===== config.mk =====
export PLATFORM = sky130hd
export DESIGN_NAME = arp_cache_table
export DESIGN_NICKNAME = d
export VERILOG_FILES = /design/src/hw/rtl/arpc_pkg.sv /design/src/hw/rtl/arpc_store.sv /design/src/hw/rtl/arpc_cmp.sv /design/src/hw/rtl/arp_cache_table.sv
export SDC_FILE = /design/constraint.sdc
export NUM_CORES = 2
export LEC_CHECK = 0
export ABC_CLOCK_PERIOD_IN_PS = 13900
export BUFFER_PORTS_ARGS = -buffer_cell sky130_fd_sc_hd__buf_2
export CORE_MARGIN = 4
export CORE_UTILIZATION = 25
export DETAILED_ROUTE_END_ITERATION = 16
export MAX_ROUTING_LAYER = met4
export PLACE_DENSITY = 0.45
export SYNTH_ARGS = -nofsm -noshare
export SYNTH_HDL_FRONTEND = slang
export SYNTH_HIERARCHICAL = 1
export SYNTH_SLANG_ARGS = --single-unit
export TNS_END_PERCENT = 1

===== constraint.sdc =====
create_clock -name clk -period 13.9 [get_ports clk]
set_input_delay 1.39 -clock clk [delete_from_list [all_inputs] [get_ports clk]]
set_output_delay 1.39 -clock clk [all_outputs]
set_load 0.03 [all_outputs]

===== src/hw/rtl/arpc_pkg.sv =====
// shared types and constants for the address-resolution table
package arpc_pkg;

  // command codes
  localparam logic CMD_ADD    = 1'b0;
  localparam logic CMD_LOOKUP = 1'b1;

  // a slot stamped with this value never compares older; it is evicted only as the slot-0 fallback
  localparam logic [31:0] STAMP_NONE = 32'hFFFF_FFFF;

  // timeout after reset
  localparam logic [31:0] TIMEOUT_RST = 32'd60000;

  // one input word
  typedef struct packed {
    logic        cmd;
    logic [31:0] ip_addr;
    logic [47:0] hw_addr;
    logic [31:0] now_tick;
  } arpc_in_t;

  // one result word
  typedef struct packed {
    logic        hit;
    logic        expired;
    logic [47:0] found_mac;
    logic [3:0]  slot;
  } arpc_out_t;

  // contents of one table slot
  typedef struct packed {
    logic [31:0] ip;
    logic [47:0] mac;
    logic [31:0] stamp;
  } arpc_entry_t;

  // outcome of comparing one slot against the search key
  typedef struct packed {
    logic ip_hit;
    logic older;
  } arpc_cmp_t;

endpackage


===== src/hw/rtl/arpc_store.sv =====
// slot memory with registered read port and per-slot valid flags
module arpc_store import arpc_pkg::*; #(
  parameter int ENTRIES = 16,
  localparam int IDX_W = $clog2(ENTRIES)
) (
  input  logic             clk,
  input  logic             rst_n,
  input  logic [IDX_W-1:0] rd_addr,
  output arpc_entry_t      rd_entry,
  output logic             rd_valid,
  input  logic             wr_en,
  input  logic [IDX_W-1:0] wr_addr,
  input  arpc_entry_t      wr_entry,
  input  logic             vld_we,
  input  logic             vld_set
);

  // ip, mac and stamp; every slot is read on each scan, but its contents only count once written
  arpc_entry_t mem [ENTRIES];
  logic [ENTRIES-1:0] valid_r;
  arpc_entry_t rd_entry_r;
  logic rd_valid_r;

  // memory write and registered read
  always_ff @(posedge clk) begin
    if (wr_en) begin
      mem[wr_addr] <= wr_entry;
    end
    rd_entry_r <= mem[rd_addr];
  end

  // valid flags, cleared at reset
  always_ff @(posedge clk) begin
    if (!rst_n) begin
      valid_r    <= '0;
      rd_valid_r <= 1'b0;
    end else begin
      if (vld_we) begin
        valid_r[wr_addr] <= vld_set;
      end
      rd_valid_r <= valid_r[rd_addr];
    end
  end

  assign rd_entry = rd_entry_r;
  assign rd_valid = rd_valid_r;

endmodule


===== src/hw/rtl/arpc_cmp.sv =====
// compare unit shared by every step of the table scan
module arpc_cmp import arpc_pkg::*; (
  input  arpc_entry_t entry,
  input  logic        entry_valid,
  input  logic [31:0] key_ip,
  input  logic [31:0] best_stamp,
  output arpc_cmp_t   result
);

  // address match on a live slot, and stamp ordering for replacement
  always_comb begin
    result.ip_hit = entry_valid && (entry.ip == key_ip);
    result.older  = entry.stamp < best_stamp;
  end

endmodule


===== src/hw/rtl/arp_cache_table.sv =====
// top level of the address-resolution table: sequencer, scan state and ports
//
// Input channel in_valid/in_ready/in_data carries one command word: add or
// refresh (ip_addr -> hw_addr, stamped with now_tick) or look up ip_addr.
// Every command gives exactly one result word on out_valid/out_ready/out_data.
// cfg_we/cfg_wdata set the stale-entry timeout, 60000 ticks after reset.
//
// A command walks all ENTRIES slots through one compare unit, one slot per
// cycle from the registered read port of the slot memory; then the sequencer
// writes back (S_ACT) and loads the output register (S_DONE), holding in
// S_DONE while the output register is full and not drained. out_valid rises
// in the same cycle in which in_ready returns; no further command is taken
// before the last one has reached the output register.
//
// Synchronous reset (rst_n low) clears all valid flags, the sequencer and
// the output valid flag; no clearing pass is needed. While the receiver holds
// out_ready low the result waits in the output register and the block can
// accept and work on one further command, which then waits until the
// output register is free.
module arp_cache_table import arpc_pkg::*; #(
  parameter int ENTRIES = 16
) (
  input  logic        clk,
  input  logic        rst_n,
  input  logic        in_valid,
  output logic        in_ready,
  input  arpc_in_t    in_data,
  output logic        out_valid,
  input  logic        out_ready,
  output arpc_out_t   out_data,
  input  logic        cfg_we,
  input  logic [31:0] cfg_wdata
);

  localparam int IDX_W = $clog2(ENTRIES);
  localparam int CNT_W = $clog2(ENTRIES + 1);
  localparam logic [IDX_W-1:0] LAST_IDX = IDX_W'(ENTRIES - 1);

  // sequencer states
  localparam logic [1:0] S_IDLE = 2'd0;
  localparam logic [1:0] S_SCAN = 2'd1;
  localparam logic [1:0] S_ACT  = 2'd2;
  localparam logic [1:0] S_DONE = 2'd3;

  logic [1:0]       state_r, state_nxt;
  logic [CNT_W-1:0] issue_r, issue_nxt;
  logic             rd_pend_r, rd_pend_nxt;
  logic [IDX_W-1:0] rd_idx_r, rd_idx_nxt;
  arpc_in_t         item_r, item_nxt;
  logic             match_r, match_nxt;
  logic [IDX_W-1:0] match_idx_r, match_idx_nxt;
  logic [31:0]      match_stamp_r, match_stamp_nxt;
  logic [47:0]      match_mac_r, match_mac_nxt;
  logic             free_r, free_nxt;
  logic [IDX_W-1:0] free_idx_r, free_idx_nxt;
  logic [31:0]      best_stamp_r, best_stamp_nxt;
  logic [IDX_W-1:0] best_idx_r, best_idx_nxt;
  arpc_out_t        res_r, res_nxt;
  arpc_out_t        out_r, out_nxt;
  logic             out_valid_r, out_valid_nxt;
  logic [31:0]      timeout_r;

  logic             in_fire;
  logic [IDX_W-1:0] rd_addr;
  arpc_entry_t      rd_entry;
  logic             rd_valid;
  logic             wr_en;
  logic             vld_we;
  logic             vld_set;
  logic [IDX_W-1:0] wr_addr;
  arpc_entry_t      wr_entry;
  arpc_cmp_t        cmp;
  logic [31:0]      age;

  assign in_ready  = (state_r == S_IDLE);
  assign in_fire   = in_valid && in_ready;
  assign out_valid = out_valid_r;
  assign out_data  = out_r;
  assign rd_addr   = issue_r[IDX_W-1:0];
  assign age       = item_r.now_tick - match_stamp_r;

  // slot storage
  arpc_store #(.ENTRIES(ENTRIES)) u_store (
    .clk      (clk),
    .rst_n    (rst_n),
    .rd_addr  (rd_addr),
    .rd_entry (rd_entry),
    .rd_valid (rd_valid),
    .wr_en    (wr_en),
    .wr_addr  (wr_addr),
    .wr_entry (wr_entry),
    .vld_we   (vld_we),
    .vld_set  (vld_set)
  );

  // per-slot compare
  arpc_cmp u_cmp (
    .entry       (rd_entry),
    .entry_valid (rd_valid),
    .key_ip      (item_r.ip_addr),
    .best_stamp  (best_stamp_r),
    .result      (cmp)
  );

  // sequencer, scan accumulators and write-back
  always_comb begin
    state_nxt       = state_r;
    issue_nxt       = issue_r;
    rd_pend_nxt     = 1'b0;
    rd_idx_nxt      = rd_idx_r;
    item_nxt        = item_r;
    match_nxt       = match_r;
    match_idx_nxt   = match_idx_r;
    match_stamp_nxt = match_stamp_r;
    match_mac_nxt   = match_mac_r;
    free_nxt        = free_r;
    free_idx_nxt    = free_idx_r;
    best_stamp_nxt  = best_stamp_r;
    best_idx_nxt    = best_idx_r;
    res_nxt         = res_r;
    out_nxt         = out_r;
    out_valid_nxt   = out_valid_r;
    wr_en           = 1'b0;
    vld_we          = 1'b0;
    vld_set         = 1'b0;
    wr_addr         = match_idx_r;
    wr_entry.ip     = item_r.ip_addr;
    wr_entry.mac    = item_r.hw_addr;
    wr_entry.stamp  = item_r.now_tick;

    // output register drains independently
    if (out_valid_r && out_ready) begin
      out_valid_nxt = 1'b0;
    end

    unique case (state_r)
      S_IDLE: begin
        if (in_fire) begin
          item_nxt       = in_data;
          issue_nxt      = '0;
          match_nxt      = 1'b0;
          free_nxt       = 1'b0;
          best_stamp_nxt = STAMP_NONE;
          best_idx_nxt   = '0;
          state_nxt      = S_SCAN;
        end
      end
      S_SCAN: begin
        // issue one read per cycle
        if (issue_r < CNT_W'(ENTRIES)) begin
          rd_pend_nxt = 1'b1;
          rd_idx_nxt  = issue_r[IDX_W-1:0];
          issue_nxt   = issue_r + CNT_W'(1);
        end
        // fold in the slot read last cycle
        if (rd_pend_r) begin
          if (!match_r && cmp.ip_hit) begin
            match_nxt       = 1'b1;
            match_idx_nxt   = rd_idx_r;
            match_stamp_nxt = rd_entry.stamp;
            match_mac_nxt   = rd_entry.mac;
          end
          if (!free_r && !rd_valid) begin
            free_nxt     = 1'b1;
            free_idx_nxt = rd_idx_r;
          end
          if (cmp.older) begin
            best_stamp_nxt = rd_entry.stamp;
            best_idx_nxt   = rd_idx_r;
          end
          if (rd_idx_r == LAST_IDX) begin
            state_nxt = S_ACT;
          end
        end
      end
      S_ACT: begin
        res_nxt = '0;
        if (item_r.cmd == CMD_ADD) begin
          // refresh, else lowest free slot, else oldest stamp
          priority if (match_r) begin
            wr_addr = match_idx_r;
          end else if (free_r) begin
            wr_addr = free_idx_r;
          end else begin
            wr_addr = best_idx_r;
          end
          wr_en        = 1'b1;
          vld_we       = 1'b1;
          vld_set      = 1'b1;
          res_nxt.hit  = match_r;
          res_nxt.slot = 4'(wr_addr);
        end else if (match_r) begin
          if (age < timeout_r) begin
            res_nxt.hit       = 1'b1;
            res_nxt.found_mac = match_mac_r;
            res_nxt.slot      = 4'(match_idx_r);
          end else begin
            // stale entry is dropped
            vld_we          = 1'b1;
            vld_set         = 1'b0;
            res_nxt.expired = 1'b1;
          end
        end
        state_nxt = S_DONE;
      end
      S_DONE: begin
        if (!out_valid_r || out_ready) begin
          out_nxt       = res_r;
          out_valid_nxt = 1'b1;
          state_nxt     = S_IDLE;
        end
      end
      default: begin
        state_nxt = S_IDLE;
      end
    endcase
  end

  // control registers
  always_ff @(posedge clk) begin
    if (!rst_n) begin
      state_r     <= S_IDLE;
      issue_r     <= '0;
      rd_pend_r   <= 1'b0;
      out_valid_r <= 1'b0;
      timeout_r   <= TIMEOUT_RST;
    end else begin
      state_r     <= state_nxt;
      issue_r     <= issue_nxt;
      rd_pend_r   <= rd_pend_nxt;
      out_valid_r <= out_valid_nxt;
      if (cfg_we) begin
        timeout_r <= cfg_wdata;
      end
    end
  end

  // scan and payload registers
  always_ff @(posedge clk) begin
    rd_idx_r      <= rd_idx_nxt;
    item_r        <= item_nxt;
    match_r       <= match_nxt;
    match_idx_r   <= match_idx_nxt;
    match_stamp_r <= match_stamp_nxt;
    match_mac_r   <= match_mac_nxt;
    free_r        <= free_nxt;
    free_idx_r    <= free_idx_nxt;
    best_stamp_r  <= best_stamp_nxt;
    best_idx_r    <= best_idx_nxt;
    res_r         <= res_nxt;
    out_r         <= out_nxt;
  end

  // in_ready drops once a word is taken
  a_busy_after_accept: assert property (@(posedge clk) disable iff (!rst_n)
    in_valid && in_ready |=> !in_ready)
    else $error("accepted a word while a command was in flight");

  // the table is only modified in the write-back step
  a_write_in_act: assert property (@(posedge clk) disable iff (!rst_n)
    (wr_en || vld_we) |-> (state_r == S_ACT))
    else $error("table written outside write-back");

  // a result never reports both a hit and an expiry
  a_hit_xor_expired: assert property (@(posedge clk) disable iff (!rst_n)
    out_valid |-> !(out_data.hit && out_data.expired))
    else $error("hit and expired both set");

  // a miss carries no mac
  a_miss_no_mac: assert property (@(posedge clk) disable iff (!rst_n)
    out_valid && !out_data.hit |-> (out_data.found_mac == 48'd0))
    else $error("mac reported on a miss");

endmodule


After elaboration in Yosys (flattened, before gate mapping)
Memory sizes are Yosys's and may differ from the RTL's. A register that Yosys moved wholly into a read port is not among the register bits.
Cells that the tools add are included.
Storage, ports and cells
  register bits: 409
  bits in writable memories: 1792
  output and inout bits: 56
  word-level logic and storage cells: 125
  memories: 1
Memories
  u_store.mem: words 16, bits a word 112, rd ports 1, clocked after Yosys merged registers in 1, write ports 1, RTL line arpc_store.sv:19  | arpc_entry_t mem [ENTRIES];
Cells by class
  add/sub/neg operators: 2
  order comparisons: 6
  equality and inequality tests: 13
  multiplexer cells: 49
  reductions and logical operators: 26
Operators with widths (count)
  $mux 32: 3
  $lt 32x32->1: 2
  $pmux 32 s2: 1
  $mux 54: 1
  $mux 52: 1
  $eq 32x32->1: 1
  $mux 4: 8
  $sub 32x32->32: 1
  $mux 1: 21
  $bwmux 16: 1
  $reduce_and 4->1: 4
  $ne 2x2->1 const B: 7
  $reduce_and 3->1: 4
  $lt 4x5->1 const B: 2
  $mux 5: 2
  $pmux 5 s2: 1
  $reduce_and 2->1: 5
  $mux 2: 4
  $pmux 2 s4: 1
  $pmux 4 s2: 1
  $logic_and 1x1->1: 6
  $add 5x1->5 const B: 1
  $lt 5x5->1 const B: 1
  $bmux 1 s4: 1
  11 further kinds: 16

Logic depth before layout (Yosys ltp)
  word-level depth: 9
  gate-level depth with buffers: 22
  depth with buffers taken out: 22

Modules after synthesis
Netlist, hierarchy kept.
By module, submodules not included
  arpc_store: times used 1, cells each 2975, area an instance 69977.1 sq um, seq. area each 56394.1 sq um
  arp_cache_table: times used 1, cells each 1027, area an instance 15615.0 sq um, seq. area each 11360.9 sq um
  arpc_cmp: times used 1, cells each 152, area an instance 1147.4 sq um, seq. area each 0.0 sq um

Worst setup path before layout
No wires, ideal clock.
  path kind: reg-to-reg
  from: register state_r[0]
  to: memory u_store/mem[0][0] (netlist bit), enable pin
  setup time: 0.720 ns
  data arrival time: 10.597 ns
  data required time: 13.180 ns
  slack: 2.583 ns
  stages on the path, launching flop included: 10
  path buffers: 1
  path through: dfxtp_1 inv_1 ha_1 nand2b_1 nor2_1 mux2_2 clkbuf_1 nor2_1 nand2_1 nor3_1
Between the ends
  elaborated cells on any way between the ends: 5
  those cells by class: 1 x eq/ne; 4 x mux
RTL lines
  start: declaration: RTL line arp_cache_table.sv:45  | logic [1:0] state_r, state_nxt;
  start signal: assignment: RTL line arp_cache_table.sv:228  | state_r <= state_nxt;
  $eq 2x2->1: RTL line arp_cache_table.sv:136  | unique case (state_r)
  $mux 4: RTL line arp_cache_table.sv:136
  named net wr_addr[2]: RTL line arp_cache_table.sv:70  | logic [IDX_W-1:0] wr_addr;
  end: declaration: RTL line arpc_store.sv:19
The timed path passes the listed nets, and every way through them passes these cells.

Worst setup path after layout
  from: register item_r[12] (netlist bit)
  to: register u_store.valid_r[3]
Between the ends
  longest elaborated chain between the ends: 6
Ends and longest elaborated chain
  start: declaration: RTL line arp_cache_table.sv:49  | arpc_in_t item_r, item_nxt;
  start signal: assignment: RTL line arp_cache_table.sv:241  | item_r <= item_nxt;
  $sub 32x32->32: RTL line arp_cache_table.sv:80  | assign age = item_r.now_tick - match_stamp_r;
  $lt 32x32->1: RTL line arp_cache_table.sv:193  | if (age < timeout_r) begin
  $mux 1: RTL line arp_cache_table.sv:193
  $mux 1: RTL line arp_cache_table.sv:192  | end else if (match_r) begin
  $mux 1: RTL line arp_cache_table.sv:178  | if (item_r.cmd == CMD_ADD) begin
  $mux 1: RTL line arp_cache_table.sv:136
  named net vld_we: RTL line arp_cache_table.sv:68  | logic vld_we;
  end signal: indexed assignment: RTL line arpc_store.sv:39  | valid_r[wr_addr] <= vld_set;
  end: declaration: RTL line arpc_store.sv:20  | logic [ENTRIES-1:0] valid_r;
The timed path passes the listed nets, and every way through them passes these cells.
A chain may end at the register's enable or synchronous reset.

==> flow_summary.ini <==
[yosys]
syn_nets = 4403
yosysSeqAreaShare = 0.781
ys_async_sr_fraction = 0
ys_types = 61
yosys.cell_count.top_type = edfxtp_1
synth_area_leader_cell = edfxtp_1
ys_ff_latch = 2313
netlist_area_sq_um = 86700
synth_flop_cell = edfxtp_1
synth_area_leaders = edfxtp_1, mux4_2, dfxtp_1, a22oi_1, ha_1
yosys-top-cells-count = edfxtp_1, mux4_2, a22oi_1
syn_avg_cell_area_sq_um = 20.9
yosys_warnings = 6
syn_inst = 4154
synth_edf_count = 2143
synth_top_area_share = 0.742

[critical_path]
required_ns = 14.62
arrival_ns = 7.18
critPathLaunchType = flop
path_class = reg2reg
slowest_delay_ns = 0.69
path_max_fanout = 17
worstSetupEndpointType = flop
cpMaxStageDelayCell = o21ai_0
crit_path_frequent_cell = o21ai_0
crit_chain = ha_1 > nand2_1 > o21ai_0 > o2111ai_1 > o21ai_0 > nand3_1 > nand2_1 > xor2_1 > ha_1 > nand4_1 > or4_1 > or4_1 > o211ai_1 > a21oi_2 > o21ai_0 > nor3b_1 > nand3_1 > mux2i_1 > nor2b_1
reg2reg_depth = 19

[global_routing]
grt_first_pass_wirelength_microns = 336000
antenna_found_initial = 30
groute.usage.overall = 0.134
grt_pass1_vias = 43800
grt_max_degree = 105
grt_overflow_total = 0

[clock_network]
hold_buffers = 0
clock_path_buffers = 4
root_buffer = clkbuf_16
insertion_delay_ns = 0.89
numCtsBuffers = 268
cts_htree_levels = 5
cts_tree = built
ctsResizeCount = 0
clk_pin_slew_ns = 0.06
post_cts_buffers = 0
cts.sinks = 2313

[sta]
period_needed_ns = 6.46
slew_headroom = 0.143
finalSetupViolCount = 0
rsz0062_at_grt = no
finalHoldViolations = 0
holdWs_ns = 0.394
finalCritPeriodShare = 0.464
fmax_ghz = 0.155
worst_pin_slew_ns = 1.28
setup_tns_ns = 0
slew_viol_final = 0
skew_ns = 0.0930

[floorplanning]
fp.coreArea_sq_um = 346000
die_area_sq_um = 356000
die_y_microns = 597
die_w_microns = 597
start_util = 0.251
rows = 216
io_pins = 206

[layout]
final_cell_count_no_fill = 9334
drive_above_1_share = 0.250
layout.nets = 4774
area_growth_pct = 17.9
fillers = 33800

[place]
gp_congestion = 0.748
io_buffers = 205
dp_hpwl_microns = 126000
dpl.cell_count = 8833

[detailed_routing]
drt_wl_total_microns = 237000
drtPass1Iterations = 5
drt-initial-drc-count = 3459
ant_nets = 0
routed_via_density = 4.46
via_count = 41600
route.detailed.drc = 0
routedWlPerCell_microns = 25.4

[pwr]
combPwrFrac = 0.116
p_sw_frac = 0.254
p_int_w = 0.0133
clkPwrFrac = 0.389
powerDensity_nw_per_um2 = 174
leakagePower_nw = 32.5
peakVddDrop_mv = 0.118
p_seq_frac = 0.495
p_sw_w = 0.00452

[min_path]
hp-class = reg2reg
holdPathStages = 0

[run]
max_cap_viol_count = 0

[status]
status = finished, final reports clean
==> power by group through the flow <==
stage               sequential (W)  clock, W  combinational [W]
floorplan                  0.00876         0            0.00151
global placement           0.00893         0            0.00212
detailed placement         0.00897         0            0.00212
CTS                        0.00883   0.00714            0.00213
global route               0.00888   0.00745            0.00228
finish                     0.00880   0.00692            0.00207
==> sequential cells by signal, indices dropped and copies added, names as in the netlist, 4 cells and up <==
signal and flops:
free_idx_r 4, best_stamp_r 32, best_idx_r 4, u_store/mem 1792
match_idx_r 4, rd_idx_r 4, match_stamp_r 32, issue_r 5
timeout_r 32, item_r 113, out_data 54, u_store/valid_r 16
res_r 54, match_mac_r 48, u_store/rd_entry 112
==> cells in the final DEF, fill, tap and decap left out, types with 81 or more instances in the layout <==
cell type / n
edfxtp_1: 2143
inv_1: 104
buf_2: 205
a22oi_1: 224
dfxtp_1: 168
buf_4: 81
mux4_2: 450
clkbuf_16: 270
nand2_1: 192
ha_1: 96
==> per-layer routing <==
layer	vias up	GRT usage	part of all wire
met5	-	-	0
met4	0	0.0382	0.025
met3	351	0.0199	0.045
met2	997	0.209	0.47
met1	22500	0.183	0.46
li1	17800	-	-
==> kinds of logic (layout without fill, tap and decap cells) <==
group,after synthesis,count (layout),synth area share
other,0,13,0
flip-flops,2313,2313,0.781
AO/OA/AOI/OAI,415,415,0.0337
XOR/XNOR,64,64,0.00646
AND/OR/NAND/NOR,475,475,0.0276
multiplexers,494,494,0.122
adder cells (fa/ha/maj),99,99,0.0144
buffers and inverters,294,883,0.0147
==> cell type report <==
class	instances	area [sq um]	area share
diodes	13	32.5	0.000318
repair buffers	290	1710	0.0168
flip-flops and latches	2313	67800	0.663
clock buffers	362	7270	0.0711
well taps	4578	5730	0.0560
clock inverters	126	1430	0.0140
inverters	105	399	0.00390
multi-input cells	1547	17900	0.175
==> worst max-delay path, delay by kind of cell, from the launching register on <==
family | cells | cell delay (ns)
multiplexers | 1 | 0.17
AO/OA/AOI/OAI | 6 | 2.12
XOR/XNOR | 1 | 0.07
adder cells (fa/ha/maj) | 2 | 0.88
flip-flops | 1 | 0.65
AND/OR/NAND/NOR | 9 | 2.41
==> final timing paths <==
check                          start  slack, ns                              end
max reg2reg     item_r[12]$_DFFE_PP_       7.44  u_store/valid_r[3]$_SDFFE_PN0P_
min reg2reg  res_r[29]$_SDFFCE_PN0P_       0.39           out_data[29]$_DFFE_PP_
min          res_r[29]$_SDFFCE_PN0P_       0.39           out_data[29]$_DFFE_PP_
max             item_r[12]$_DFFE_PP_       7.44  u_store/valid_r[3]$_SDFFE_PN0P_
==> through the flow <==
| step | cell area [sq um] | power (W) | setup slack [ns] | utilization |
|---|---|---|---|---|
| 2_1_floorplan | 86700 | 0.0103 | 2.58 | - |
| 3_3_place_gp | 93500 | 0.0111 | 7.55 | 0.270 |
| 3_5_place_dp | 93500 | 0.0111 | 7.49 | 0.270 |
| 4_1_cts | 102000 | 0.0181 | 7.43 | 0.295 |
| 5_1_grt | 102000 | 0.0186 | 7.00 | 0.296 |
| 6_report | 102000 | 0.0178 | 7.44 | 0.296 |
No activity file was read; power rests on OpenSTA's default activity.
